`config.mk`:
```
export PLATFORM = sky130hd
export DESIGN_NAME = tgce_ram
export DESIGN_NICKNAME = d
export VERILOG_FILES = /design/src/hw/rtl/tgce_ram.sv
export SDC_FILE = /design/constraint.sdc
export NUM_CORES = 2
export LEC_CHECK = 0
export ABC_CLOCK_PERIOD_IN_PS = 3150
export BUFFER_PORTS_ARGS = -buffer_cell sky130_fd_sc_hd__buf_2
export CORE_MARGIN = 2
export CORE_UTILIZATION = 55
export CTS_BUF_LIST = sky130_fd_sc_hd__clkbuf_8
export CTS_CLUSTER_SIZE = 12
export DETAILED_ROUTE_END_ITERATION = 10
export PLACE_DENSITY_LB_ADDON = 0.12
export RECOVER_POWER = 25
export SLEW_MARGIN = 20
export SYNTH_ARGS = -nofsm -noshare
export SYNTH_HDL_FRONTEND = slang
export SYNTH_SLANG_ARGS = --single-unit
```
`constraint.sdc`:
```
create_clock -name clk -period 3.15 [get_ports clk]
set_input_delay 0.63 -clock clk [delete_from_list [all_inputs] [get_ports clk]]
set_output_delay 0.63 -clock clk [all_outputs]
set_load 0.05 [all_outputs]
```
`src/hw/rtl/tgce_ram.sv`:
```
// Generic single-write, single-read synchronous RAM with registered read data.
// No dependencies.
module tgce_ram #(
	parameter int WIDTH = 8,
	parameter int DEPTH = 256
) (
	input  logic                     clk,
	input  logic                     we,
	input  logic [$clog2(DEPTH)-1:0] waddr,
	input  logic [WIDTH-1:0]         wdata,
	input  logic [$clog2(DEPTH)-1:0] raddr,
	output logic [WIDTH-1:0]         rdata
);

	logic [WIDTH-1:0] mem [DEPTH];

	always_ff @(posedge clk) begin
		if (we) begin
			mem[waddr] <= wdata;
		end
		rdata <= mem[raddr];
	end

endmodule

```
==> impl_metrics.py <==
metrics = {
    "outcome": {
        "status": "complete, but fails checks",
        "violations": "design-rule violations, max-capacitance violations, max-slew violations",
    },
    "drt": {
        "dr.pass1.iters": 8,
        "vias": 41244,
        "first_iter_violations": 4853,
        "wl_per_cell_um": 30.97,
        "drt-total-wl_mm": 202.9,
        "drc_errors": 6,
        "drtAntennaViolNets": 0,
        "vias_per_cell": 6.297,
    },
    "logic_synthesis": {
        "syn_nets": 3759,
        "syn_area_mm2": 0.07956,
        "ys_ff_latch": 2056,
        "yosys_warnings": 0,
        "avgSynthCellArea_um2": 21.31,
        "yosysSeqAreaShare_pct": 77.50,
        "synth_edf_count": 2048,
        "synth.distinct_cells": 55,
        "async_flop_share_pct": 0,
        "ys.flop_type": "edfxtp_1",
        "synthCells": 3733,
    },
    "grt": {
        "globalRouteMet1Util_pct": 38.09,
        "antenna_found_initial": 10,
        "grt_use_total_pct": 27.93,
        "top_usage_layer": "met2",
        "grt.met3_usage_pct": 6.067,
        "met2_usage_pct": 44.87,
        "grt_pass1_wl_mm": 294.5,
        "grt_pass1_vias": 42888,
        "grt_max_degree": 144,
        "overflow": 0,
    },
    "cts": {
        "htree_levels": 5,
        "root_buffer": "clkbuf_8",
        "clk_pin_slew_ns": 0.06,
        "cts_tree": "built",
        "numClockSinks": 2056,
        "insertion_delay_ns": 1.02,
        "cts_buffer_depth": 4,
        "cts_resized": 0,
        "cts_made_buffers": 341,
    },
    "worst_setup_path": {
        "reg2reg_setup_slack_ns": 0.38,
        "critPathCaptureType": "flip-flop",
        "max_stage_delay_ns": 1.42,
        "cpMaxStageDelayCell": "clkbuf_2",
        "r2r_end": "rdata[7]",
        "reg2reg_depth": 6,
        "crit_top_cell": "clkbuf_2",
        "required_ns": 3.73,
        "cp-startpoint": "wdata[4]",
        "worstSetupPathType": "input pin to flip-flop",
        "crit_chain": "clkbuf_2, clkbuf_2",
        "crit_arrival_ns": 3.40,
        "r2r-start": "mem[64][7]",
        "path_buf_inv": 2,
        "start_kind": "input pin",
        "path_max_fanout": 80,
        "critical_path.top_delay_family": "buffers and inverters",
    },
    "floorplan": {
        "die_w_um": 384.3,
        "std_cell_rows": 139,
        "core_mm2": 0.1437,
        "top_level_ports": 34,
        "die_h_um": 384.3,
        "start_util_pct": 55.38,
        "die_area_mm2": 0.1477,
    },
    "final_layout": {
        "final_cell_mix": "edfxtp_1 (2048), buf_4 (458), mux4_2 (454), clkbuf_8 (359), nor2_1 (279)",
        "drive_gt1_share_pct": 30.80,
        "final_common_cell": "edfxtp_1",
        "final_nets": 4431,
        "postLayoutCellArea_mm2": 0.09144,
        "syn_to_final_growth_pct": 14.94,
    },
    "power_and_ir_drop": {
        "peakVddDrop_mv": 0.3974,
        "p_per_area_mw_per_mm2": 593.5,
        "p_leak_nw": 29.84,
    },
    "sta": {
        "rsz0062_at_grt": "no",
        "drv_slew": 560,
        "fin_crit_sh_pct": 89.34,
        "final_hold_viol_count": 0,
        "worst_slew_pin_slew_ns": 3.087,
        "fin_skew_ns": 0.05516,
        "postLayoutSetupSlackWorst_ns": 0.3356,
        "slew-limit-headroom_pct": -105.8,
        "finalCriticalPeriod_ns": 2.814,
        "fmax_ghz": 0.3553,
        "setup_violations": 0,
    },
    "placed_design": {
        "place_ws_ns": -0.6726,
        "gp_congestion": 0.8814,
        "dp_hpwl_mm": 129.6,
        "placed_cell_area_mm2": 0.08560,
        "io_buffers": 33,
    },
    "hold_path": {
        "holdPathStages": 1,
        "hold_start": "wdata[1]",
        "worst_hold_path_type": "input pin to flip-flop",
        "hold_end": "mem[90][1]",
    },
    "run": {
        "drv_cap": 9,
    },
}
## metrics by stage
step	instances	hold slack (ns)	power (mW)	setup TNS [ns]	util (%)
2_1_floorplan	3733	0.7289	32.30	0	-
3_3_place_gp	5963	0.9024	33.78	-4.558	59.57
3_5_place_dp	5963	0.9073	33.85	-3.387	59.59
4_1_cts	6543	0.03156	54.72	0	63.77
5_1_grt	6544	0.1540	56.04	0	63.64
6_report	6550	0.1828	54.27	0	63.65
## power by group
group / internal [mW] / switching (mW)
clock: 11.0 / 10.0
sequential: 30.2 / 0.0435
combinational: 1.12 / 1.91
## worst max-delay path by stage
stage	end	cells after the start
after floorplan	rdata[2]	9
after global placement	rdata[5]	10
after detailed placement	rdata[1]	9
after CTS	rdata[7]	6
after global routing	mem[147][4]	2
final	mem[147][4]	2
## synthesized netlist by cell type (13+ instances only)
master    number  share of area, %
edfxtp_1    2048                77
mux4_2       454                13
nor2_1       282               1.3
mux2i_1      134               1.7
a22oi_1      133               1.3
clkbuf_1     111              0.52
a21oi_1       96              0.60
o221ai_1      46              0.51
nand3_1       34              0.21
nand2_1       33              0.16
buf_2         31              0.20
nor2b_1       31              0.24
o22ai_1       28              0.22
buf_4         27              0.25
nor4_1        24              0.19
buf_1         22              0.10
nor3_1        22              0.14
buf_6         21              0.30
a211oi_1      16              0.15
a221oi_1      13              0.14
buf_8         13              0.25
## flip-flops by register name (all words and copies together), names as in the netlist
register and cells:
rdata 8, mem 2048
## final cells by class
type / instances / area, um2
Multi-Input combinational cell: 1442 / 16500
Fill cell: 9733 / 52220
Tap cell: 1903 / 2381
Clock buffer: 358 / 4927
Sequential cell: 2056 / 61660
Clock inverter: 220 / 1064
Antenna cell: 7 / 17.52
Timing Repair Buffer: 562 / 4885
Inverter: 2 / 7.507
## metal layers
layer / wire length, um / vias to the layer above
met5: 14 / -
met4: 7285 / 2
met3: 17330 / 412
met2: 99340 / 1975
met1: 78880 / 21765
li1: - / 17090
## what timing repair did
action / in CTS / in global routing
endpoints found under the hold margin: 34 / 0
hold buffers: 2 / 0
setup buffers: 0 / 0
## logic make-up (layout without fill, tap and decap cells)
family,after synthesis,count (layout),synth area share [%]
DFF,2056,2056,77.50
muxes,591,591,14.62
and+or+nand+nor,466,466,2.628
AOI/OAI and AO/OA,385,385,3.419
buffers and inverters,235,1142,1.831
other,0,7,0
Power figures use the tool's default switching activity.
