File: config.mk
export PLATFORM = sky130hd
export DESIGN_NAME = tgce_decode
export DESIGN_NICKNAME = d
export VERILOG_FILES = /design/src/hw/rtl/tgce_pkg.sv /design/src/hw/rtl/tgce_decode.sv
export SDC_FILE = /design/constraint.sdc
export NUM_CORES = 1
export LEC_CHECK = 0
export ABC_AREA = 1
export ABC_CLOCK_PERIOD_IN_PS = 5300
export BUFFER_PORTS_ARGS = -buffer_cell sky130_fd_sc_hd__buf_2
export CORE_UTILIZATION = 50
export DETAILED_ROUTE_END_ITERATION = 10
export PLACE_DENSITY = 0.84
export REMOVE_ABC_BUFFERS = 1
export SYNTH_ARGS = -nofsm -noshare
export SYNTH_HDL_FRONTEND = slang
export SYNTH_SLANG_ARGS = --single-unit
export TNS_END_PERCENT = 30
File: constraint.sdc
create_clock -name vclk -period 5.3
set_input_delay 1.06 -clock vclk [all_inputs]
set_output_delay 1.06 -clock vclk [all_outputs]
set_load 0.005 [all_outputs]
File: src/hw/rtl/tgce_pkg.sv
// Shared types and constants for the tile grid collision editor.
// Grid geometry, command codes, request/result structs and the RAM write bundle.
// No dependencies.
package tgce_pkg;

	localparam int MAX_ROWS     = 64;
	localparam int MAX_COLS     = 256;
	localparam int TILE_SIZE    = 16;
	localparam int TILE_ID_BITS = 8;

	localparam int TILE_SHIFT = $clog2(TILE_SIZE);
	localparam int ROW_W      = $clog2(MAX_ROWS);
	localparam int COL_W      = $clog2(MAX_COLS);
	localparam int ADDR_W     = ROW_W + COL_W;
	localparam int GRID_DEPTH = MAX_ROWS * MAX_COLS;

	localparam int POS_W  = 16;
	localparam int SIZE_W = 12;
	// signed tile coordinate: pixel sum (POS_W+1 bits) shifted down, plus room for counts
	localparam int COORD_W = POS_W + 2 - TILE_SHIFT;

	localparam int ROW_COUNT_W = 7;
	localparam int COL_COUNT_W = 9;
	localparam int CFG_DATA_W  = 9;
	localparam int CFG_IDX_W   = 1;

	localparam logic [CFG_IDX_W-1:0] CFG_ROW_COUNT = 1'b0;
	localparam logic [CFG_IDX_W-1:0] CFG_COL_COUNT = 1'b1;

	localparam logic [ROW_COUNT_W-1:0] ROW_COUNT_RST = ROW_COUNT_W'(64);
	localparam logic [COL_COUNT_W-1:0] COL_COUNT_RST = COL_COUNT_W'(256);

	localparam logic [TILE_ID_BITS-1:0] BLOCK_ID  = TILE_ID_BITS'(53);
	localparam logic [TILE_ID_BITS-1:0] TILE_EMPTY = '0;

	typedef enum logic [1:0] {
		CMD_QUERY   = 2'd0,
		CMD_DESTROY = 2'd1,
		CMD_BUILD   = 2'd2,
		CMD_WRITE   = 2'd3
	} cmd_t;

	typedef struct packed {
		cmd_t                    command;
		logic signed [POS_W-1:0] pos_x;
		logic signed [POS_W-1:0] pos_y;
		logic [SIZE_W-1:0]       width;
		logic [SIZE_W-1:0]       height;
		logic [ROW_W-1:0]        load_row;
		logic [COL_W-1:0]        load_col;
		logic [TILE_ID_BITS-1:0] load_value;
	} req_t;

	typedef struct packed {
		logic hit;
		logic changed;
		logic out_of_range;
	} rsp_t;

	// decoded request: query span and single-cell target
	typedef struct packed {
		logic             empty;
		logic [COL_W-1:0] left;
		logic [COL_W-1:0] right;
		logic [ROW_W-1:0] top;
		logic [ROW_W-1:0] bottom;
		logic             oor;
		logic [ROW_W-1:0] pt_row;
		logic [COL_W-1:0] pt_col;
	} dec_t;

	typedef struct packed {
		logic                    we;
		logic [ADDR_W-1:0]       addr;
		logic [TILE_ID_BITS-1:0] data;
	} ram_wr_t;

endpackage

File: src/hw/rtl/tgce_decode.sv
// Request decode: tile span of a query rectangle clamped to the grid in use,
// and the target cell of destroy/build/write with its range check. Uses tgce_pkg.
module tgce_decode (
	input  tgce_pkg::req_t                         req,
	input  logic [tgce_pkg::ROW_COUNT_W-1:0]       row_count,
	input  logic [tgce_pkg::COL_COUNT_W-1:0]       col_count,
	output tgce_pkg::dec_t                         dec
);
	import tgce_pkg::*;

	logic [ROW_COUNT_W-1:0]    nr;
	logic [COL_COUNT_W-1:0]    nc;
	logic signed [COORD_W-1:0] nrs, ncs;
	logic signed [POS_W:0]     x_end, y_end;
	logic signed [COORD_W-1:0] left_s, right_s, top_s, bottom_s;
	logic signed [COORD_W-1:0] left_c, right_c, top_c, bottom_c;
	logic                      pt_oor, wr_oor;

	always_comb begin
		nr  = (row_count > ROW_COUNT_W'(MAX_ROWS)) ? ROW_COUNT_W'(MAX_ROWS) : row_count;
		nc  = (col_count > COL_COUNT_W'(MAX_COLS)) ? COL_COUNT_W'(MAX_COLS) : col_count;
		nrs = $signed(COORD_W'(nr));
		ncs = $signed(COORD_W'(nc));

		// x+w and y+h are inclusive edges; arithmetic shift gives floor division
		x_end = $signed({req.pos_x[POS_W-1], req.pos_x})
			+ $signed({{(POS_W+1-SIZE_W){1'b0}}, req.width});
		y_end = $signed({req.pos_y[POS_W-1], req.pos_y})
			+ $signed({{(POS_W+1-SIZE_W){1'b0}}, req.height});

		left_s   = COORD_W'(req.pos_x >>> TILE_SHIFT);
		top_s    = COORD_W'(req.pos_y >>> TILE_SHIFT);
		right_s  = COORD_W'(x_end >>> TILE_SHIFT);
		bottom_s = COORD_W'(y_end >>> TILE_SHIFT);

		left_c   = (left_s < 0) ? '0 : left_s;
		top_c    = (top_s < 0) ? '0 : top_s;
		right_c  = (right_s >= ncs) ? ncs - COORD_W'(1) : right_s;
		bottom_c = (bottom_s >= nrs) ? nrs - COORD_W'(1) : bottom_s;

		dec.empty  = (left_c > right_c) || (top_c > bottom_c);
		dec.left   = left_c[COL_W-1:0];
		dec.right  = right_c[COL_W-1:0];
		dec.top    = top_c[ROW_W-1:0];
		dec.bottom = bottom_c[ROW_W-1:0];

		pt_oor = (left_s < 0) || (top_s < 0) || (left_s >= ncs) || (top_s >= nrs);
		wr_oor = (ROW_COUNT_W'(req.load_row) >= nr) || (COL_COUNT_W'(req.load_col) >= nc);

		if (req.command == CMD_WRITE) begin
			dec.oor    = wr_oor;
			dec.pt_row = req.load_row;
			dec.pt_col = req.load_col;
		end else begin
			dec.oor    = pt_oor;
			dec.pt_row = top_s[ROW_W-1:0];
			dec.pt_col = left_s[COL_W-1:0];
		end
	end

endmodule

==> results_dict.tcl, run 1 <==
set metrics [dict create \
    grt-ovfl-total 0 \
    drt-total-wl_um 17700 \
    core-area_mm2 0.00834 \
    synth.most_common_cell "nand2_1" \
    final.period_utilization 1.16 \
    grt_pass1_wl_um 24200 \
    via_count 6484 \
    synth_cell_types 42 \
    viasPerCell 5.51 \
    synth_area_leader_cell "ha_1" \
    die_w_um 95.7 \
    holdWs_ns 2.42 \
    io_pins 140 \
    drv_slew 0 \
    cts_hold_buf 0 \
    ys_warn_count 0 \
    crit_type "in2out" \
    power_density_mw_per_mm2 142 \
    die_h_um 95.7 \
    grt_antenna_before_repair 0 \
    peakVddDrop_uv 104 \
    layout_setup_ws_ns -0.822 \
    hp-class "in2out" \
    status "finished with violations" \
    fin_crit_ns 6.12 \
    setup_viol 1 \
    synth_area_leaders "ha_1 26%, nand2_1 24%, inv_1 11%" \
    maxCapViolCount 0 \
    post-synth-top-area-fraction 0.262 \
    placed_area_mm2 0.00606 \
    maxUsedRoutingLayer "met4" \
    drive_gt1_frac 0.351 \
    regArea_um2 0 \
    ant_nets 0 \
    row_count 33 \
    power.total_w 0.000959 \
    grt_setup_unrepaired "yes" \
    nClkBuffers 0 \
    grt_start_max_net_pins 26 \
    wire_per_inst_um 15.0 \
    io_buffers 132 \
    synthTopCellsByCount "283 x nand2_1, 134 x inv_1, 92 x ha_1, 69 x nor2_1, 45 x nand3_1" \
    power.leakage_nw 3.96 \
    gp_congestion 0.975 \
    crit_required_ns 4.24 \
    hold_viol 0 \
    syn_avg_cell_area_um2 5.42 \
    violations "setup timing" \
    postLayoutCellArea_mm2 0.00673 \
    cp_max_fo 6 \
    fmax_mhz 163 \
    cp.arrival_ns 5.06 \
    ys_seq_area_frac 0 \
    route.detailed.drc 0 \
    drt_iter0_drc 431 \
    syn2layout_area_growth_pct 53.2 \
    initial_utilization 0.527 \
    grt_pass1_vias 5655 \
    die_area_mm2 0.00917 \
    synth_cells 811 \
    seq_cells 0 \
    dr_wl_met2_um 8300 \
    hpwl_um 12900 \
    met1_length_um 6640 \
    n_antenna_cell 0 \
    crit_path_start_kind "input pin" \
    dr.pass1.iters 7 \
    relSlewSlack 0.554 \
    end_kind "output port" \
    route.met3.wl_um 1680 \
    utilization 0.807 \
    worst_slew_pin_slew_ns 0.668 \
    grt_usage 0.334 \
    nNetsFinal 1261 \
    syn-cell-area_mm2 0.00439 \
]
-- per-layer routing --
metal | track usage | vias up
li1 | - | 3123
met1 | 0.398 | 2832
met2 | 0.602 | 421
met3 | 0.0348 | 108
met4 | 0.143 | 0
met5 | 0 | -
-- layout make-up --
class	instances	area, um^2
multi-input cells	659	4350
repair buffers	270	1720
fillers	532	1610
inverters	142	533
well taps	105	131
-- critical path, cell delays in order --
cell and delay (ns):
buf_2 0.12, ha_4 0.24, a21oi_1 0.26, nand3_4 0.15, a21oi_2 0.19, o21bai_1 0.13, xor2_1 0.21, inv_1 0.11
ha_4 0.23, a21o_1 0.17, nor2_1 0.10, o21ai_0 0.10, inv_1 0.06, nand2_1 0.07, nand2_2 0.10, nand4_4 0.13
nand2_4 0.14, inv_2 0.07, nand2_1 0.10, nand2_2 0.10, ha_4 0.28, nand4_1 0.21, o21ai_1 0.18, nand2_1 0.09
a21boi_2 0.16, o21bai_2 0.07, nand4_1 0.09, buf_2 0.12
-- metrics by stage --
stage	worst slack (ns)	TNS [ns]	std cells
finish	-0.822	-0.822	1176
global placement	-0.907	-0.907	1161
CTS	-0.650	-0.650	1169
detailed placement	-0.964	-0.964	1161
floorplan	-0.374	-0.374	800
global route	-1.01	-1.23	1176
-- path summary, 6_finish.rpt --
| kind | start | to | depth (start not counted) |
|---|---|---|---|
| hold / removal | req[18] | dec[10] | 4 |
| setup / recovery | req[39] | dec[43] | 28 |
-- cell usage in the layout (no fill, tap or decap), drive strengths merged --
cell    count
xor2       19
o21ai      36
a31o        2
o21a        1
nor4        2
a21oi      37
nand4      13
buf       270
and3        1
nand3b      8
o211ai      2
nand3      46
o31ai       2
a21o        4
a21boi      1
nor3        9
nand2     292
nor3b       1
o21bai      5
a22oi       1
or2         1
xnor2       8
a31oi       1
nor2       72
inv       142
a211oi      1
ha         92
and2        2
-- where the power goes --
part           internal (W)  switching, W
Clock                     0             0
Sequential                0             0
Combinational      0.000443      0.000516
-- cells by family after synthesis --
kind of cell / count (synthesis) / share of synthesized area
AO/OA/AOI/OAI: 93 / 0.118
adder cells (fa/ha/maj): 92 / 0.262
XOR/XNOR: 27 / 0.0538
AND/OR/NAND/NOR: 446 / 0.432
buffers and inverters: 153 / 0.135
-- what timing repair did --
item,in CTS,in global routing
setup buffers,7,7
setup endpoints to repair,1,10
pin swaps,19,49
resized for setup,28,72
cloned,1,0
Power figures use the tool's default switching activity.
==> run 2: changes to the inputs <==
==> constraint.sdc (replaced) <==
create_clock -name vclk -period 5.3
set_input_delay 0.53 -clock vclk [all_inputs]
set_output_delay 0.53 -clock vclk [all_outputs]
set_load 0.005 [all_outputs]
==> run 2 against run 1 <==
The run now ends clean. Maximum frequency increased by 20%. Non-clock buffer count fell by 115. Die area did not move. Critical path type unchanged. Wire length down 15%. Setup slack improved by 1.0 ns. Via count down 11%. Power decreased by 23%. First-iteration DRC count down 18%. Clock-buffer cell count unchanged. Core utilization down 12 points.
==> results_dict.tcl, run 2 (same netlist as run 1, synthesis figures left out) <==
set metrics [dict create \
    nFillCells 757 \
    route.detailed.drc 0 \
    drv_slew 0 \
    drt-total-wl_um 15100 \
    intPower_w 0.000306 \
    end_kind "output port" \
    grt_usage 0.291 \
    layout_common_cells "276 x nand2_1, 132 x inv_1, 132 x buf_2" \
    wire_per_inst_um 14.2 \
    mostFrequentLayoutCell "nand2_1" \
    crit_start "req[51]" \
    viasPerCell 5.43 \
    hpwl_um 11600 \
    core-area_mm2 0.00834 \
    die_w_um 95.7 \
    io_buffers 132 \
    power.leakage_nw 3.39 \
    peakVddDrop_uv 101 \
    cp.arrival_ns 4.57 \
    setup_viol 0 \
    pwr-share-clk 0 \
    via_count 5771 \
    p_sw_frac 0.587 \
    seq_cells 0 \
    initial_utilization 0.527 \
    nClkBuffers 0 \
    gp_congestion 0.949 \
    relSlewSlack 0.578 \
    grt_pass1_vias 4914 \
    postLayoutCellArea_mm2 0.00571 \
    ant_nets 0 \
    fin_crit_ns 5.10 \
    dp_slack_ns 0.0624 \
    row_count 33 \
    grt_antenna_before_repair 0 \
    die_area_mm2 0.00917 \
    power_switching_w 0.000435 \
    hold_viol 0 \
    syn2layout_area_growth_pct 29.9 \
    placed_area_mm2 0.00518 \
    cts_hold_buf 0 \
    fmax_mhz 196 \
    cp_max_fo 4 \
    dr.pass1.iters 5 \
    grt_pass1_wl_um 21400 \
    status "complete, no violations" \
    nNetsFinal 1147 \
    maxCapViolCount 0 \
    layout_setup_ws_ns 0.204 \
    io_pins 140 \
    crit_type "in2out" \
    grt_start_max_net_pins 26 \
    min_from "req[19]" \
    crit_path_start_kind "input pin" \
    grt-ovfl-total 0 \
    drt_iter0_drc 354 \
    p_comb_frac 1.000 \
    cpMaxStageDelayCell "ha_1" \
    sequentialPowerShare 0 \
    drive_gt1_frac 0.239 \
    n_antenna_cell 0 \
    die_h_um 95.7 \
    crit_required_ns 4.77 \
    utilization 0.684 \
    power_density_mw_per_mm2 130 \
    regArea_um2 0 \
    worst_slew_pin_slew_ns 0.632 \
    final.period_utilization 0.961 \
    hp-class "in2out" \
    cpMostUsedCell "nand2_1" \
    slowest_delay_ns 0.29 \
]
[run 2: timing repair]
| item | CTS | global route |
|---|---|---|
| setup endpoints to repair | 0 | 1 |
| resized for setup | 0 | 58 |
| buffers inserted | 0 | 16 |
| endpoints found under the hold margin | 0 | 0 |
[run 2: metal layers]
layer  part of all wire  vias to the layer above  track usage
met5                  0                        -            0
met4              0.036                        0       0.0796
met3              0.081                       48      0.00869
met2               0.48                      308        0.540
met1               0.41                     2534        0.366
li1                   -                     2881            -
[run 2: final cells by class]
| class | instances | area (um^2) | share of cell area |
|---|---|---|---|
| Inverter | 142 | 533 | 0.0934 |
| Timing Repair Buffer | 155 | 850 | 0.149 |
| Multi-Input combinational cell | 660 | 4190 | 0.735 |
| Tap cell | 105 | 131 | 0.0230 |
[run 2: final timing paths]
check                 cells past startpoint  slack, ns      end
worst max-delay path                     35       0.20  dec[43]
worst min-delay path                      4       1.36  dec[11]
[run 2: power by group through the flow]
stage | Sequential (W) | Combinational (W) | Clock, W
2_1_floorplan | 0 | 0.000427 | 0
3_3_place_gp | 0 | 0.000615 | 0
3_5_place_dp | 0 | 0.000627 | 0
4_1_cts | 0 | 0.000631 | 0
5_1_grt | 0 | 0.000823 | 0
6_report | 0 | 0.000741 | 0
[run 2: per-stage QoR]
step	TNS, ns	power (W)	hold WS [ns]	cells
CTS	0	0.000631	1.36	1044
global route	-0.0726	0.000823	1.38	1062
finish	0	0.000741	1.36	1062
global placement	0	0.000615	1.35	1044
detailed placement	0	0.000627	1.35	1044
floorplan	0	0.000427	1.10	800
[run 2: worst max-delay path: cells and delay by family]
family,cells,cell delay (ns)
compound gates,3,0.40
xor+xnor,1,0.21
fa+ha+maj,3,0.74
buf+inv,7,0.84
simple gates,21,1.83
==> run 3: changes to the inputs <==
ABC_AREA = default   (was 1)
CORE_UTILIZATION = 47   (was 50)
PLACE_DENSITY = 0.83   (was 0.84)
==> run 3 against run 2 <==
The flow now finishes with violations (setup timing). Maximum frequency shrank 11%. First-iteration DRC count decreased by 59%. Setup slack got worse by 0.62 ns. Via count fell by 28%. Clock-buffer cell count is the same. Sequential share of layout area unchanged. Synthesized cell count is 47% lower. Critical path type unchanged. Largest power group unchanged. Flip-flop and latch count did not move. Combinational power decreased by 5.9%.
==> results_dict.tcl, run 3 <==
set metrics [dict create \
    ys_warn_count 0 \
    syn-cell-area_mm2 0.00347 \
    power.leakage_nw 2.57 \
    row_count 30 \
    relSlewSlack 0.497 \
    dp.cells 706 \
    hp-class "in2out" \
    core-area_mm2 0.00694 \
    initial_utilization 0.500 \
    worst_slew_pin_slew_ns 0.753 \
    utilization 0.709 \
    synth_area_leaders "ha_1 33%, nor2b_1 5.6%, mux2i_1 4.9%" \
    syn_avg_cell_area_um2 8.01 \
    hpwl_um 9250 \
    power_density_mw_per_mm2 142 \
    fmax_mhz 175 \
    drt_iter0_drc 144 \
    final.period_utilization 1.08 \
    nFillCells 539 \
    crit_required_ns 4.77 \
    nClkBuffers 0 \
    hold_depth 3 \
    maxCapViolCount 0 \
    die_h_um 87.9 \
    grt_setup_unrepaired "yes" \
    grt_pass1_vias 4097 \
    end_kind "output port" \
    regArea_um2 0 \
    grt_start_max_net_pins 20 \
    mostFrequentLayoutCell "buf_2" \
    drt-total-wl_um 11300 \
    grt_usage 0.282 \
    ys_seq_area_frac 0 \
    synth_cell_types 61 \
    grt_pass1_wl_um 17600 \
    slowest_delay_ns 0.32 \
    peakVddDrop_uv 80.4 \
    min_from "req[17]" \
    ant_nets 0 \
    setup_tns_ns -0.416 \
    nNetsFinal 817 \
    route.detailed.drc 0 \
    cpMaxStageDelayCell "mux2_4" \
    grt_util_met3 0.0160 \
    busiest_layer "met2" \
    drv_slew 0 \
    setup_viol 1 \
    syn2layout_area_growth_pct 41.8 \
    viasPerCell 5.75 \
    fin_cells 723 \
    grt_antenna_before_repair 0 \
    hold_viol 0 \
    dr.pass1.iters 4 \
    violations "setup timing" \
    synth_area_leader_cell "ha_1" \
    drive_gt1_frac 0.423 \
    io_pins 140 \
    wire_per_inst_um 15.6 \
    crit_path_start_kind "input pin" \
    die_w_um 87.9 \
    min_to "dec[9]" \
    n_antenna_cell 0 \
    io_buffers 132 \
    synth_cells 433 \
    holdWs_ns 1.38 \
    via_count 4157 \
    crit_type "in2out" \
    synthTopCellsByCount "92 x ha_1, 31 x nor2b_1, 27 x nand2_1, 25 x a21oi_1, 20 x a21o_1" \
    gp_congestion 0.902 \
    layout_setup_ws_ns -0.416 \
    grt-ovfl-total 0 \
    fin_crit_ns 5.72 \
    cp.arrival_ns 5.19 \
    synth.most_common_cell "ha_1" \
    grt_use_met2 0.537 \
    seq_cells 0 \
    use_met1 0.337 \
    layout_common_cells "132 x buf_2, 86 x ha_1, 68 x buf_4" \
    post-synth-top-area-fraction 0.332 \
    status "finished with violations" \
    die_area_mm2 0.00773 \
    cp_max_fo 3 \
]
run 3: timing repair:
action | 4_1_cts | 5_1_grt
resized for setup | 17 | 29
setup endpoints to repair | 1 | 1
pin swaps | 18 | 22
buffers inserted | 10 | 7
hold buffers | 0 | 0
run 3: report_power, final:
| group | leakage [nW] | internal (W) | switching, W |
|---|---|---|---|
| Combinational | 2.57 | 0.000360 | 0.000337 |
| Sequential | 0 | 0 | 0 |
| Clock | 0 | 0 | 0 |
| Total | 2.57 | 0.000360 | 0.000337 |
run 3: kinds of logic after synthesis:
logic type,after synthesis,synth area share
AOI/OAI and AO/OA,114,0.228
xor gates and xnor gates,26,0.0656
adders and majority gates,92,0.332
buffers and inverters,29,0.0389
muxes,41,0.131
and+or+nand+nor,131,0.204
run 3: worst max path at each step:
stage,from,endpoint,slack [ns],cells after the start
3_5_place_dp,req[39],dec[43],-0.77,27
2_1_floorplan,req[39],dec[43],-0.66,25
4_1_cts,req[39],dec[43],-0.45,27
6_report,req[63],dec[43],-0.42,27
5_1_grt,req[37],dec[43],-0.59,28
3_3_place_gp,req[39],dec[43],-0.64,27
run 3: per-stage QoR:
stage / instance area, um^2 / total power [W] / worst slack (ns)
global route: 4920 / 0.000764 / -0.592
CTS: 4750 / 0.000643 / -0.445
detailed placement: 4590 / 0.000605 / -0.772
floorplan: 3410 / 0.000364 / -0.664
finish: 4920 / 0.000697 / -0.416
global placement: 4590 / 0.000582 / -0.637
run 3: routing by layer:
metal / routed length (um) / vias to the layer above
li1: - / 2012
met1: 4790 / 1929
met2: 5590 / 182
met3: 653 / 34
met4: 257 / 0
met5: 0 / -
run 3: layout make-up:
cell class,count,area (um^2),area share
well taps,96,120,0.0244
multi-input cells,404,3520,0.715
repair buffers,202,1200,0.244
inverters,21,78.8,0.0160
run 3: critical path: cells and delay by family:
| kind | cells | cell delay [ns] |
|---|---|---|
| compound gates | 15 | 2.58 |
| xor+xnor | 1 | 0.14 |
| fa+ha+maj | 3 | 0.77 |
| buf+inv | 3 | 0.47 |
| mux | 1 | 0.32 |
| simple gates | 4 | 0.38 |
