[config.mk]
export PLATFORM = sky130hd
export DESIGN_NAME = tgce_ctrl
export DESIGN_NICKNAME = d
export VERILOG_FILES = /design/src/hw/rtl/tgce_pkg.sv /design/src/hw/rtl/tgce_ctrl.sv
export SDC_FILE = /design/constraint.sdc
export NUM_CORES = 1
export LEC_CHECK = 0
export BUFFER_PORTS_ARGS = -buffer_cell sky130_fd_sc_hd__buf_4
export CAP_MARGIN = 25
export CORE_ASPECT_RATIO = 0.6
export CORE_MARGIN = 5
export CORE_UTILIZATION = 48
export DETAILED_ROUTE_END_ITERATION = 16
export GPL_ROUTABILITY_DRIVEN = 1
export PLACE_DENSITY = 0.8
export SYNTH_ARGS = -nofsm -noshare
export SYNTH_HDL_FRONTEND = slang
export SYNTH_SLANG_ARGS = --single-unit
[constraint.sdc]
create_clock -name clk -period 6.3 [get_ports clk]
set_input_delay 0.315 -clock clk [delete_from_list [all_inputs] [get_ports clk]]
set_output_delay 0.315 -clock clk [all_outputs]
set_load 0.01 [all_outputs]
[src/hw/rtl/tgce_pkg.sv]
// Shared types and constants for the tile grid collision editor.
// Grid geometry, command codes, request/result structs and the RAM write bundle.
// No dependencies.
package tgce_pkg;

	localparam int MAX_ROWS     = 64;
	localparam int MAX_COLS     = 256;
	localparam int TILE_SIZE    = 16;
	localparam int TILE_ID_BITS = 8;

	localparam int TILE_SHIFT = $clog2(TILE_SIZE);
	localparam int ROW_W      = $clog2(MAX_ROWS);
	localparam int COL_W      = $clog2(MAX_COLS);
	localparam int ADDR_W     = ROW_W + COL_W;
	localparam int GRID_DEPTH = MAX_ROWS * MAX_COLS;

	localparam int POS_W  = 16;
	localparam int SIZE_W = 12;
	// signed tile coordinate: pixel sum (POS_W+1 bits) shifted down, plus room for counts
	localparam int COORD_W = POS_W + 2 - TILE_SHIFT;

	localparam int ROW_COUNT_W = 7;
	localparam int COL_COUNT_W = 9;
	localparam int CFG_DATA_W  = 9;
	localparam int CFG_IDX_W   = 1;

	localparam logic [CFG_IDX_W-1:0] CFG_ROW_COUNT = 1'b0;
	localparam logic [CFG_IDX_W-1:0] CFG_COL_COUNT = 1'b1;

	localparam logic [ROW_COUNT_W-1:0] ROW_COUNT_RST = ROW_COUNT_W'(64);
	localparam logic [COL_COUNT_W-1:0] COL_COUNT_RST = COL_COUNT_W'(256);

	localparam logic [TILE_ID_BITS-1:0] BLOCK_ID  = TILE_ID_BITS'(53);
	localparam logic [TILE_ID_BITS-1:0] TILE_EMPTY = '0;

	typedef enum logic [1:0] {
		CMD_QUERY   = 2'd0,
		CMD_DESTROY = 2'd1,
		CMD_BUILD   = 2'd2,
		CMD_WRITE   = 2'd3
	} cmd_t;

	typedef struct packed {
		cmd_t                    command;
		logic signed [POS_W-1:0] pos_x;
		logic signed [POS_W-1:0] pos_y;
		logic [SIZE_W-1:0]       width;
		logic [SIZE_W-1:0]       height;
		logic [ROW_W-1:0]        load_row;
		logic [COL_W-1:0]        load_col;
		logic [TILE_ID_BITS-1:0] load_value;
	} req_t;

	typedef struct packed {
		logic hit;
		logic changed;
		logic out_of_range;
	} rsp_t;

	// decoded request: query span and single-cell target
	typedef struct packed {
		logic             empty;
		logic [COL_W-1:0] left;
		logic [COL_W-1:0] right;
		logic [ROW_W-1:0] top;
		logic [ROW_W-1:0] bottom;
		logic             oor;
		logic [ROW_W-1:0] pt_row;
		logic [COL_W-1:0] pt_col;
	} dec_t;

	typedef struct packed {
		logic                    we;
		logic [ADDR_W-1:0]       addr;
		logic [TILE_ID_BITS-1:0] data;
	} ram_wr_t;

endpackage

[src/hw/rtl/tgce_ctrl.sv]
// Sequencer: post-reset clearing pass, query span scan with one grid read per
// cycle, and read-modify-write of a single tile. Uses tgce_pkg.
module tgce_ctrl (
	input  logic                            clk,
	input  logic                            arst_n,
	input  logic                            start,
	input  tgce_pkg::req_t                  req,
	output logic                            busy,
	output logic                            done,
	output tgce_pkg::rsp_t                  rsp,
	output tgce_pkg::req_t                  req_q,
	input  tgce_pkg::dec_t                  dec,
	output tgce_pkg::ram_wr_t               ram_wr,
	output logic [tgce_pkg::ADDR_W-1:0]     ram_raddr,
	input  logic [tgce_pkg::TILE_ID_BITS-1:0] ram_rdata
);
	import tgce_pkg::*;

	typedef enum logic [4:0] {
		S_CLEAR  = 5'b00001,
		S_IDLE   = 5'b00010,
		S_ISSUE  = 5'b00100,
		S_SCAN   = 5'b01000,
		S_MODIFY = 5'b10000
	} state_t;

	state_t            state_q;
	logic [ADDR_W-1:0] clr_q;
	logic [ADDR_W-1:0] addr_q;
	logic [COL_W-1:0]  cur_c_q, right_q;
	logic [ROW_W-1:0]  cur_r_q, top_q, bottom_q;
	logic              iss_done_q;
	logic              rd_vld_s1;
	logic              done_q;
	rsp_t              rsp_q;

	logic                    tile_nz;
	logic                    mod_we;
	logic [TILE_ID_BITS-1:0] mod_data;
	logic                    scan_hit, scan_end;

	assign busy = (state_q != S_IDLE);
	assign done = done_q;
	assign rsp  = rsp_q;

	assign tile_nz  = (ram_rdata != TILE_EMPTY);
	assign scan_hit = rd_vld_s1 && tile_nz;
	assign scan_end = iss_done_q && !rd_vld_s1;

	always_comb begin
		mod_we   = 1'b0;
		mod_data = TILE_EMPTY;
		case (req_q.command)
			CMD_DESTROY: begin
				mod_we   = tile_nz;
				mod_data = TILE_EMPTY;
			end
			CMD_BUILD: begin
				mod_we   = !tile_nz;
				mod_data = BLOCK_ID;
			end
			CMD_WRITE: begin
				mod_we   = (ram_rdata != req_q.load_value);
				mod_data = req_q.load_value;
			end
			default: begin
				mod_we   = 1'b0;
				mod_data = TILE_EMPTY;
			end
		endcase
	end

	always_comb begin
		ram_wr.we   = 1'b0;
		ram_wr.addr = addr_q;
		ram_wr.data = mod_data;
		if (state_q == S_CLEAR) begin
			ram_wr.we   = 1'b1;
			ram_wr.addr = clr_q;
			ram_wr.data = TILE_EMPTY;
		end else if (state_q == S_MODIFY) begin
			ram_wr.we = mod_we;
		end
		ram_raddr = (state_q == S_SCAN) ? {cur_r_q, cur_c_q} : {dec.pt_row, dec.pt_col};
	end

	always_ff @(posedge clk or negedge arst_n) begin
		if (!arst_n) begin
			state_q    <= S_CLEAR;
			clr_q      <= '0;
			iss_done_q <= 1'b0;
			rd_vld_s1  <= 1'b0;
			done_q     <= 1'b0;
		end else begin
			done_q <= 1'b0;
			unique case (state_q)
				S_CLEAR: begin
					clr_q <= clr_q + ADDR_W'(1);
					if (clr_q == ADDR_W'(GRID_DEPTH - 1)) begin
						state_q <= S_IDLE;
					end
				end
				S_IDLE: begin
					if (start) begin
						state_q <= S_ISSUE;
					end
				end
				S_ISSUE: begin
					case (req_q.command) inside
						CMD_QUERY: begin
							if (dec.empty) begin
								state_q <= S_IDLE;
								done_q  <= 1'b1;
							end else begin
								cur_c_q    <= dec.left;
								cur_r_q    <= dec.top;
								right_q    <= dec.right;
								top_q      <= dec.top;
								bottom_q   <= dec.bottom;
								iss_done_q <= 1'b0;
								rd_vld_s1  <= 1'b0;
								state_q    <= S_SCAN;
							end
						end
						CMD_DESTROY, CMD_BUILD, CMD_WRITE: begin
							addr_q <= {dec.pt_row, dec.pt_col};
							if (dec.oor) begin
								state_q <= S_IDLE;
								done_q  <= 1'b1;
							end else begin
								// tile read issued this cycle
								state_q <= S_MODIFY;
							end
						end
						default: state_q <= S_IDLE;
					endcase
				end
				S_SCAN: begin
					if (scan_hit || scan_end) begin
						state_q   <= S_IDLE;
						done_q    <= 1'b1;
						rd_vld_s1 <= 1'b0;
					end else begin
						rd_vld_s1 <= !iss_done_q;
						if (!iss_done_q) begin
							// column-major walk over the span
							if (cur_r_q == bottom_q) begin
								cur_r_q <= top_q;
								if (cur_c_q == right_q) begin
									iss_done_q <= 1'b1;
								end else begin
									cur_c_q <= cur_c_q + COL_W'(1);
								end
							end else begin
								cur_r_q <= cur_r_q + ROW_W'(1);
							end
						end
					end
				end
				S_MODIFY: begin
					state_q <= S_IDLE;
					done_q  <= 1'b1;
				end
				default: state_q <= S_IDLE;
			endcase
		end
	end

	// payload registers
	always_ff @(posedge clk) begin
		if (state_q == S_IDLE && start) begin
			req_q <= req;
		end
		if (state_q == S_ISSUE) begin
			rsp_q.hit          <= 1'b0;
			rsp_q.changed      <= 1'b0;
			rsp_q.out_of_range <= (req_q.command != CMD_QUERY) && dec.oor;
		end else if (state_q == S_SCAN) begin
			rsp_q.hit          <= scan_hit;
			rsp_q.changed      <= 1'b0;
			rsp_q.out_of_range <= 1'b0;
		end else if (state_q == S_MODIFY) begin
			rsp_q.hit          <= 1'b0;
			rsp_q.changed      <= mod_we;
			rsp_q.out_of_range <= 1'b0;
		end
	end

endmodule

==> results of run 1 <==
[sequential cells by signal, summed over array words and instances, names as in the netlist]
name        count
state_q         5
clr_q          14
rsp             3
iss_done_q      1
done            1
top_q           6
cur_c_q         8
bottom_q        6
req_q          80
rd_vld_s1       1
cur_r_q         6
addr_q         14
right_q         8
[cell type report]
class                           instances  area [um2]
Sequential cell                       153        4466
Fill cell                             851        3493
Timing Repair Buffer                  258        1939
Multi-Input combinational cell        221        1578
Clock buffer                           17       425.4
Tap cell                              165       206.4
Clock inverter                         14       111.4
Inverter                               10       37.54
[stage by stage]
stage            util  total power [uW]
2_1_floorplan       -              1563
3_3_place_gp   0.6704              1878
3_5_place_dp   0.6704              1900
4_1_cts        0.7150              2827
5_1_grt        0.7150              2909
6_report       0.7150              2803
[kinds of logic (layout without fill, tap and decap cells)]
group / after synthesis / after routing / share of synthesized area
and+or+nand+nor: 102 / 102 / 0.08966
muxes: 34 / 34 / 0.06141
xor gates and xnor gates: 46 / 46 / 0.06592
DFF: 153 / 153 / 0.7306
AOI/OAI and AO/OA: 36 / 36 / 0.03296
buffers and inverters: 18 / 299 / 0.01330
adders and majority gates: 3 / 3 / 0.006142
[routing by layer]
layer	vias up	global-route usage	share of wire
met3	15	0.04762	0.057
met5	-	0	0
li1	1996	-	-
met2	140	0.3794	0.52
met4	0	0.05985	0.012
met1	2087	0.2952	0.41
[final timing paths]
check / slack [ps] / start / cells after the start / end
worst max-delay path: 2960 / state_q[4] / 5 / cur_c_q[7]
max in group asynchronous: 5650 / arst_n / 2 / state_q[0]
worst min register to register: 470 / rsp[1] / 2 / rsp[1]
worst max register to register: 2960 / state_q[4] / 5 / cur_c_q[7]
min in group asynchronous: 350 / arst_n / 2 / clr_q[6]
worst min-delay path: 80 / dec[18] / 1 / bottom_q[3]
[synth_stat cells (3+ instances only)]
library cell,n
mux2_1,20
xor2_1,20
a21oi_1,9
xnor2_1,26
nand3_1,14
nand4_1,5
nand2_1,37
and3_1,7
inv_1,9
and2_1,5
nor4_1,3
nor4_2,3
o21ai_1,8
nor3_1,4
nor2_1,13
o21ai_0,11
dfrtp_1,21
edfxtp_1,129
clkbuf_1,4
mux2_2,8
ha_1,3
mux2i_1,6
[power breakdown]
part | internal (uW) | switching (uW)
clock | 511 | 416
combinational | 251 | 285
sequential | 1270 | 70.3
[worst max-delay path: cells and delay by family, from the launching register on]
family,cells,cell delay (ps)
flops,1,470
compound gates,2,980
simple gates,3,1520
[what timing repair did]
action	in CTS	in global routing
buffers inserted	0	0
endpoints found under the hold margin	21	0
hold buffers	1	0
==> summary.txt, run 1 <==
Outcome
  • Outcome: completed

Routing
  • First-pass detailed-route iteration total: 5
  • DR DRC count: 0
  • Post-DRT Antenna Nets: 0
  • DR vias: 4238
  • DRT Wirelength: 17.18 mm
  • Routed vias/inst: 5.057
  • Drt first-iter violations: 268
  • Routed wire per std cell: 20.50 um

Pwr
  • Max IR drop VDD: 0.2264 mV
  • Leak Pwr: 0.003640 uW
  • Pwr/cell area: 319.9 nW/um2

Synth
  • Synth Net Count: 530
  • Unique cell type count in the Yosys netlist: 43
  • Total of warnings raised by yosys: 0
  • Number of enable flip-flop cells after synthesis: 129
  • Syn Inst Count: 392
  • Dominant cells by area after synthesis: edfxtp_1, dfrtp_1, xnor2_1
  • Cell Area, Synth: 6112 um2
  • Yosys top cell by area: edfxtp_1
  • Syn Area/Cell: 15.59 um2
  • Top cell type's share of synthesized area: 0.6338
  • FF+latch count, synth: 153
  • Post-synth ARST share: 0.1438
  • Register area share after synthesis: 0.7306
  • Dominant synthesized flop cell: edfxtp_1

CTS
  • Cts repair resizes: 0
  • CTS buffer count: 17
  • Clk Latency, worst-skew pair: 410 ps
  • H-tree levels: 4
  • Root Buffer: clkbuf_16
  • Clock Pin Slew Worst Setup and Hold Paths: 60 ps
  • Clock buffer depth: 2
  • CTS tree: done
  • # clock sinks: 153

STA
  • Worst setup margin: 2965 ps
  • Fin crit share: 0.5294
  • Max-slew violations: 0
  • Setup TNS Final: 0 ps
  • Hold_ws: 77.99 ps
  • Setup violations, final: 0
  • Least-Margin Pin Slew: 1018 ps
  • RSZ-0062 raised after global routing: no
  • Fmax: 0.2998 GHz
  • Final Critical Period: 3335 ps
  • Fin Clk Skew: 14.42 ps
  • Final hold vios: 0
  • Slew headroom: 0.3211

Final layout
  • Cell Count, Final, Fillers Out: 838
  • Ant diodes: 0
  • Most frequent cells in the layout: buf_4, edfxtp_1, nand2_1, xnor2_1, dfrtp_1
  • Layout cells sized above 1: 0.4577
  • Area growth from synthesis to layout: 43.38%
  • Design Area, Final: 8763 um2
  • Nets: 799
  • Most common cell after layout, fill and taps aside: buf_4

Place
  • Dpl cell area: 8217 um2
  • Post-DP HPWL: 13.41 mm
  • Port bufs: 256
  • Placed Cells: 806
  • Worst slack, placed: 3018 ps
  • RePlAce Congestion: 0.8560

Floorplan
  • Site Rows: 31
  • Starting density of the core: 0.4987
  • I/O Pins: 257
  • Die Area: 15160 um2
  • Core area: 12260 um2
  • Die height: 97.41 um
  • Die Wd: 155.7 um

Global routing
  • Gr ovfl total: 0
  • Total track usage: 0.2243
  • Initial antenna violation count: 0
  • Global-route wire length before repair: 25.78 mm
  • Vias in the first global route: 4350
  • Largest net degree at the start of global routing: 81

Critical path
  • Worst-path fanout max: 50
  • Critical path type: reg -> reg
  • Critical path data required time: 6340 ps
  • Crit path largest cell delay: 740 ps
  • Crit end category: flop
  • Cells along the critical path: nor2_1 -> nand3_2 -> a211oi_1 -> o21a_1 -> nor2b_1
  • CP arrival: 3370 ps
  • Crit path launch type: flop
  • Slowest CP cell: nand3_2

Run
  • Max_cap viols: 0

Min path
  • Worst hold path type: in -> reg
Note: power is estimated with default switching activity, not from simulation.
==> run 2: changes to the inputs <==
--- a/config.mk
+++ b/config.mk
@@ -5,14 +5,15 @@
 export SDC_FILE = /design/constraint.sdc
 export NUM_CORES = 1
 export LEC_CHECK = 0
+export ABC_AREA = 1
 export BUFFER_PORTS_ARGS = -buffer_cell sky130_fd_sc_hd__buf_4
 export CAP_MARGIN = 25
 export CORE_ASPECT_RATIO = 0.6
 export CORE_MARGIN = 5
-export CORE_UTILIZATION = 48
+export CORE_UTILIZATION = 44
 export DETAILED_ROUTE_END_ITERATION = 16
 export GPL_ROUTABILITY_DRIVEN = 1
-export PLACE_DENSITY = 0.8
+export PLACE_DENSITY = 0.77
 export SYNTH_ARGS = -nofsm -noshare
 export SYNTH_HDL_FRONTEND = slang
 export SYNTH_SLANG_ARGS = --single-unit
==> constraint.sdc (replaced) <==
create_clock -name clk -period 2.75 [get_ports clk]
set_input_delay 0.1375 -clock clk [delete_from_list [all_inputs] [get_ports clk]]
set_output_delay 0.1375 -clock clk [all_outputs]
set_load 0.01 [all_outputs]
==> summary.txt, run 2 <==
Outcome
  • Outcome: completed

Place
  • Post-DP HPWL: 14.49 mm (+8.0%)
  • Port bufs: 256 (unchanged)
  • RePlAce Congestion: 0.8391 (-2.0%)
  • Dpl cell area: 8581 um2 (+4.4%)

Global routing
  • Vias in the first global route: 5629 (+29%)
  • Global-route wire length before repair: 31.79 mm (+23%)
  • Gr ovfl total: 0 (unchanged)
  • Total track usage: 0.2463 (+0.02196)
  • Largest net degree at the start of global routing: 81 (unchanged)
  • Initial antenna violation count: 2 (+2)

Synth
  • FF+latch count, synth: 153 (unchanged)
  • Count leader, synth: nand2_1
  • Dominant cells by area after synthesis: edfxtp_1, dfrtp_1, nand2_1
  • Syn Area/Cell: 11.65 um2 (-25%)
  • Top cell type's share of synthesized area: 0.6058 (-0.02802)
  • Syn Inst Count: 549 (+40%)
  • Most frequent cells after synthesis: nand2_1, edfxtp_1, inv_1, nor2_1, nand3_1
  • Register area share after synthesis: 0.6983 (-0.03231)
  • Number of enable flip-flop cells after synthesis: 129 (unchanged)
  • Unique cell type count in the Yosys netlist: 33 (-23%)
  • Cell Area, Synth: 6395 um2 (+4.6%)
  • Synth Net Count: 687 (+30%)
  • Total of warnings raised by yosys: 0 (unchanged)
  • Yosys top cell by area: edfxtp_1
  • Dominant synthesized flop cell: edfxtp_1
  • Post-synth ARST share: 0.1438 (unchanged)

Final layout
  • Largest Register: req_q
  • Nets: 1074 (+34%)
  • Design Area, Final: 10320 um2 (+18%)
  • Layout cells sized above 1: 0.3309 (-0.1268)
  • Biggest regs: req_q x80, addr_q x14, clr_q x14
  • Most common cell after layout, fill and taps aside: buf_4
  • Largest register FFs: 80 (unchanged)
  • Most frequent cells in the layout: buf_4, nand2_1, edfxtp_1, dlygate4sd3_1, inv_1
  • Layout fillers: 993 (+17%)
  • Area growth from synthesis to layout: 61.46%

STA
  • RSZ-0062 raised after global routing: no
  • Slew headroom: 0.5708 (+0.2497)
  • Fin Clk Skew: 14.49 ps (+0.07590 ps)
  • Final hold vios: 0 (unchanged)
  • Final Critical Period: 2239 ps
  • Setup violations, final: 0 (unchanged)
  • Setup TNS Final: 0 ps (unchanged)
  • Fin crit share: 0.8143
  • Max-slew violations: 0 (unchanged)
  • Least-Margin Pin Slew: 641.4 ps (-377.0 ps)
  • Fmax: 0.4466 GHz

Routing
  • Post-DRT Antenna Nets: 0 (unchanged)
  • Drt first-iter violations: 577 (+120%)
  • DRT Wirelength: 21.34 mm (+24%)
  • DR vias: 5562 (+31%)
  • First-pass detailed-route iteration total: 5 (unchanged)
  • DR DRC count: 0 (unchanged)
  • Routed vias/inst: 4.845 (-4.2%)
  • Routed wire per std cell: 18.59 um (-9.3%)

Pwr
  • Max IR drop VDD: 0.3997 mV (+77%)
  • Pwr/cell area: 659.0 nW/um2 (+110%)
  • Leak Pwr: 0.004549 uW (+25%)

CTS
  • Setup repair bufs after CTS: 0 (unchanged)
  • H-tree levels: 4 (unchanged)
  • Clock buffer depth: 2 (unchanged)
  • Cts repair resizes: 0 (unchanged)
  • CTS buffer count: 17 (unchanged)
  • CTS tree: done
  • Clk Latency, worst-skew pair: 420 ps (about the same)
  • # clock sinks: 153 (unchanged)
  • Hold-fix buffers, CTS: 116 (+115)
  • Root Buffer: clkbuf_16
  • Clock Pin Slew Worst Setup and Hold Paths: 70 ps (about the same)

Floorplan
  • Die height: 103.4 um (+6.1%)
  • Starting density of the core: 0.4447 (-0.05393)
  • Die Area: 17120 um2 (+13%)
  • Site Rows: 34 (+9.7%)
  • I/O Pins: 257 (unchanged)
  • Core area: 14380 um2 (+17%)
  • Die Wd: 165.6 um (+6.4%)

Critical path
  • Crit. Startpoint: state_q[0]
  • CP arrival: 2100 ps (-1270 ps)
  • Critical path type: reg -> out
  • Crit end category: primary output
  • Worst-path fanout max: 36 (-28%)
  • Crit path launch type: flop
  • Reg2reg start: state_q[1]
  • Critical path data required time: 2610 ps (-3730 ps)

Min path
  • HP Start: dec[37]
  • Worst hold path type: in -> reg

Run
  • Max_cap viols: 0 (unchanged)
## run 2: cell count changes in the layout (fill, tap and decap cells not counted), sizes merged, moves of 7 or more
cell / delta
dlygate4sd3: +115
o21ai: +21
inv: +51
and3: -7
nand2: +101
xnor2: -22
mux2: -28
nor2: +36
nand3: +16
## run 2: layout make-up
cell class | count | area, um2 | area share
flip-flops and latches | 153 | 4466 | 0.4325
repair buffers | 377 | 3133 | 0.3034
multi-input cells | 327 | 1670 | 0.1618
clock buffers | 17 | 425.4 | 0.04120
well taps | 198 | 247.7 | 0.02399
inverters | 60 | 225.2 | 0.02181
clock inverters | 15 | 155.1 | 0.01503
diodes | 1 | 2.502 | 0.0002424
## run 2: report_power, final
group	switching [uW]	internal (uW)
sequential	150	2900
combinational	756	681
clock	1030	1290
## run 2: layer usage
layer,GRT usage,wire length [um],up-vias
li1,-,-,2629
met1,0.3026,8434,2672
met2,0.4339,10980,211
met3,0.06494,1337,48
met4,0.08302,581,2
met5,0,7,-
## run 2: final timing paths
kind                               to  slack (ps)  depth (start not counted)
setup / recovery            ram_wr[1]         510                          6
hold / removal             cur_c_q[2]          20                          3
setup reg to reg           cur_c_q[0]         600                          7
hold reg to reg                rsp[2]         490                          2
max in group asynchronous  state_q[0]        2270                          2
min in group asynchronous   clr_q[10]         170                          2
## run 2: kinds of logic (layout without fill, tap and decap cells)
logic type	after synthesis	in the layout	share of synthesized area
buf+inv	69	469	0.04207
other cells	0	1	0
fa+ha+maj	3	3	0.005870
xor+xnor	30	30	0.04109
simple gates	245	245	0.1730
flops	153	153	0.6983
compound gates	49	49	0.03972
## run 2: stage by stage
step | hold WS (ps) | util | std cells | total power [uW] | setup slack [ps]
2_1_floorplan | -158.1 | - | 549 | 3558 | 195.1
3_3_place_gp | 55.62 | 0.5968 | 999 | 4344 | 626.4
3_5_place_dp | 59.57 | 0.5968 | 999 | 4365 | 573.7
4_1_cts | 10.62 | 0.7179 | 1147 | 6791 | 477.4
5_1_grt | 10.62 | 0.7181 | 1148 | 7059 | 349.0
6_report | 17.20 | 0.7181 | 1148 | 6804 | 510.8
## run 2: critical path: stages (launching register included)
cell,delay [ps]
dfstp_2,530
inv_1,60
nor2_2,120
nand3_4,340
inv_2,370
nor2_1,110
buf_4,160
==> run 3: changes to the inputs <==
--- a/config.mk
+++ b/config.mk
@@ -5,15 +5,15 @@
 export SDC_FILE = /design/constraint.sdc
 export NUM_CORES = 1
 export LEC_CHECK = 0
-export ABC_AREA = 1
+export ABC_AREA = 0
 export BUFFER_PORTS_ARGS = -buffer_cell sky130_fd_sc_hd__buf_4
 export CAP_MARGIN = 25
 export CORE_ASPECT_RATIO = 0.6
 export CORE_MARGIN = 5
-export CORE_UTILIZATION = 44
+export CORE_UTILIZATION = 48
 export DETAILED_ROUTE_END_ITERATION = 16
 export GPL_ROUTABILITY_DRIVEN = 1
-export PLACE_DENSITY = 0.77
+export PLACE_DENSITY = 0.8
 export SYNTH_ARGS = -nofsm -noshare
 export SYNTH_HDL_FRONTEND = slang
 export SYNTH_SLANG_ARGS = --single-unit
==> constraint.sdc (replaced) <==
create_clock -name clk -period 2.2 [get_ports clk]
set_input_delay 0.11 -clock clk [delete_from_list [all_inputs] [get_ports clk]]
set_output_delay 0.11 -clock clk [all_outputs]
set_load 0.01 [all_outputs]
==> summary.txt, run 3 (synthesis results as in run 1) <==
Critical path
  • Critical path data required time: 2090 ps (-520 ps)
  • Crit end category: primary output
  • Critical path type: reg -> out
  • Worst-path fanout max: 22 (-39%)
  • Crit path launch type: flop
  • CP arrival: 2040 ps (-60 ps)

Final layout
  • Ant diodes: 0 (-1)
  • Most frequent cells in the layout: buf_4, edfxtp_1, dlygate4sd3_1, nand2_1, xnor2_1
  • Nets: 938 (-13%)
  • Area growth from synthesis to layout: 67.29%
  • Multi-input combinational cell area: 1609 um2 (-3.7%)
  • Largest Register: req_q
  • Core Util, Final: 0.8342 (+0.1162)
  • Biggest regs: req_q x80, addr_q x14, clr_q x14
  • Design Area, Final: 10220 um2 (-0.97%)
  • Layout fillers: 589 (-41%)
  • Sequential Area: 4469 um2 (about the same)
  • Largest register FFs: 80 (unchanged)
  • Layout cells sized above 1: 0.4113 (+0.08046)
  • Most common cell after layout, fill and taps aside: buf_4

STA
  • Least-Margin Pin Slew: 440.1 ps (-201.3 ps)
  • Fin Clk Skew: 10.43 ps (-4.064 ps)
  • Max-slew violations: 0 (unchanged)
  • Setup violations, final: 0 (unchanged)
  • Final hold vios: 0 (unchanged)
  • Fmax: 0.4641 GHz
  • Slew headroom: 0.7042 (+0.1334)
  • Final Critical Period: 2155 ps
  • Fin crit share: 0.9795

Global routing
  • Vias in the first global route: 5568 (-1.1%)
  • Met3 Use GR: 0.05340 (-0.01154)
  • Global-route wire length before repair: 32.13 mm (+1.1%)
  • Met1 Resource Use GR: 0.3187 (+0.01618)
  • M2 GR Usage: 0.5110 (+0.07707)
  • Total track usage: 0.2829 (+0.03663)
  • Gr ovfl total: 0 (unchanged)
  • Layer with the highest usage: met2
  • Largest net degree at the start of global routing: 46 (-43%)
  • Initial antenna violation count: 0 (-2)

Routing
  • Post-DRT Antenna Nets: 0 (unchanged)
  • First-pass detailed-route iteration total: 5 (unchanged)
  • DRT Wirelength: 21.50 mm (+0.78%)
  • DR vias: 5121 (-7.9%)
  • Drt first-iter violations: 470 (-19%)
  • Routed wire per std cell: 22.01 um (+18%)
  • DR DRC count: 0 (unchanged)
  • Routed vias/inst: 5.242 (+8.2%)

Place
  • Dpl cell area: 8344 um2 (-2.8%)
  • RePlAce Congestion: 0.8623 (+2.8%)
  • Post-DP HPWL: 13.80 mm (-4.7%)
  • Port bufs: 256 (unchanged)

CTS
  • CTS buffer count: 17 (unchanged)
  • # clock sinks: 153 (unchanged)
  • Root Buffer: clkbuf_16
  • CTS tree: done
  • H-tree levels: 4 (unchanged)
  • Clk Latency, worst-skew pair: 420 ps (about the same)
  • Clock buffer depth: 2 (unchanged)
  • Clock Pin Slew Worst Setup and Hold Paths: 60 ps (about the same)

Pwr
  • Net Sw Frac: 0.2825 (-0.001856)
  • Max IR drop VDD: 0.6450 mV (+61%)
  • Leak Pwr: 0.004256 uW (-6.4%)
  • Pwr/cell area: 837.5 nW/um2 (+27%)
  • Seq pwr share: 0.450 (about the same)
  • P_sw: 2419 uW (+25%)
  • Total chip power: 8563 uW (+26%)
  • Clock Power Share: 0.330 (-0.010)
  • Int Pwr: 6144 uW (+26%)
  • Comb pwr share: 0.220 (+0.009)

Floorplan
  • Die Wd: 155.7 um (-6.0%)
  • Die Area: 15160 um2 (-11%)
  • Die height: 97.41 um (-5.8%)
  • Core area: 12260 um2 (-15%)
  • Site Rows: 31 (-8.8%)
  • I/O Pins: 257 (unchanged)
  • Starting density of the core: 0.4987 (+0.05393)

Run
  • Max_cap viols: 0 (unchanged)

Min path
  • Worst hold path type: in -> reg

Outcome
  • Outcome: completed
==> run 3: per-stage QoR <==
stage | cells | TNS, ps | hold slack (ps) | worst slack, ps
4_1_cts | 971 | 0 | 12.54 | 9.369
6_report | 977 | 0 | 31.93 | 45.15
3_3_place_gp | 818 | 0 | 22.75 | 337.4
2_1_floorplan | 392 | -30500 | -185.6 | -381.2
3_5_place_dp | 818 | 0 | 22.50 | 263.3
5_1_grt | 977 | -27.94 | 43.45 | -4.637
==> run 3: path summary, 6_finish.rpt <==
check,startpoint,endpoint,slack [ps],cells after the start
max reg2reg,state_q[3],cur_c_q[4],150,7
min reg2reg,rsp[1],rsp[1],480,2
max in group asynchronous,arst_n,state_q[0],1770,2
min,dec[42],cur_c_q[7],30,3
max,state_q[0],ram_wr[6],50,6
min in group asynchronous,arst_n,clr_q[1],130,2
==> run 3: power by group through the flow <==
stage                     clock network [uW]  logic [uW]  registers [uW]
after floorplan                            0         444            4000
after CTS                               2810        1790            3830
final                                   2820        1890            3850
after global placement                     0        1560            3860
after global routing                    2990        1970            3890
after detailed placement                   0        1600            3880
==> run 3: worst max-delay path, cell delays in order (launching register included) <==
cell and delay, ps:
dfstp_2 580, nor2b_4 190, nand2_2 100, buf_12 180, and2_1 210, and3_1 210, buf_4 140
==> run 3: metal layers <==
layer | wire length [um] | share of wire | vias up
li1 | - | - | 2271
met1 | 7657 | 0.36 | 2511
met2 | 11780 | 0.55 | 275
met3 | 1169 | 0.054 | 64
met4 | 893 | 0.042 | 0
met5 | 0 | 0 | -
==> run 3: final cells by class <==
type                    instances  area share
multi-input cells             221      0.1574
repair buffers                397      0.3266
inverters                      10    0.003671
flip-flops and latches        153      0.4371
clock inverters                14     0.01346
clock buffers                  17     0.04161
well taps                     165     0.02019
==> run 3: repair_timing <==
| item | CTS | global route |
|---|---|---|
| pin swaps | 0 | 3 |
| setup buffers | 0 | 6 |
| hold endpoints to repair | 150 | 0 |
| resized for setup | 1 | 13 |
| hold buffers | 122 | 0 |
| setup endpoints to repair | 4 | 36 |
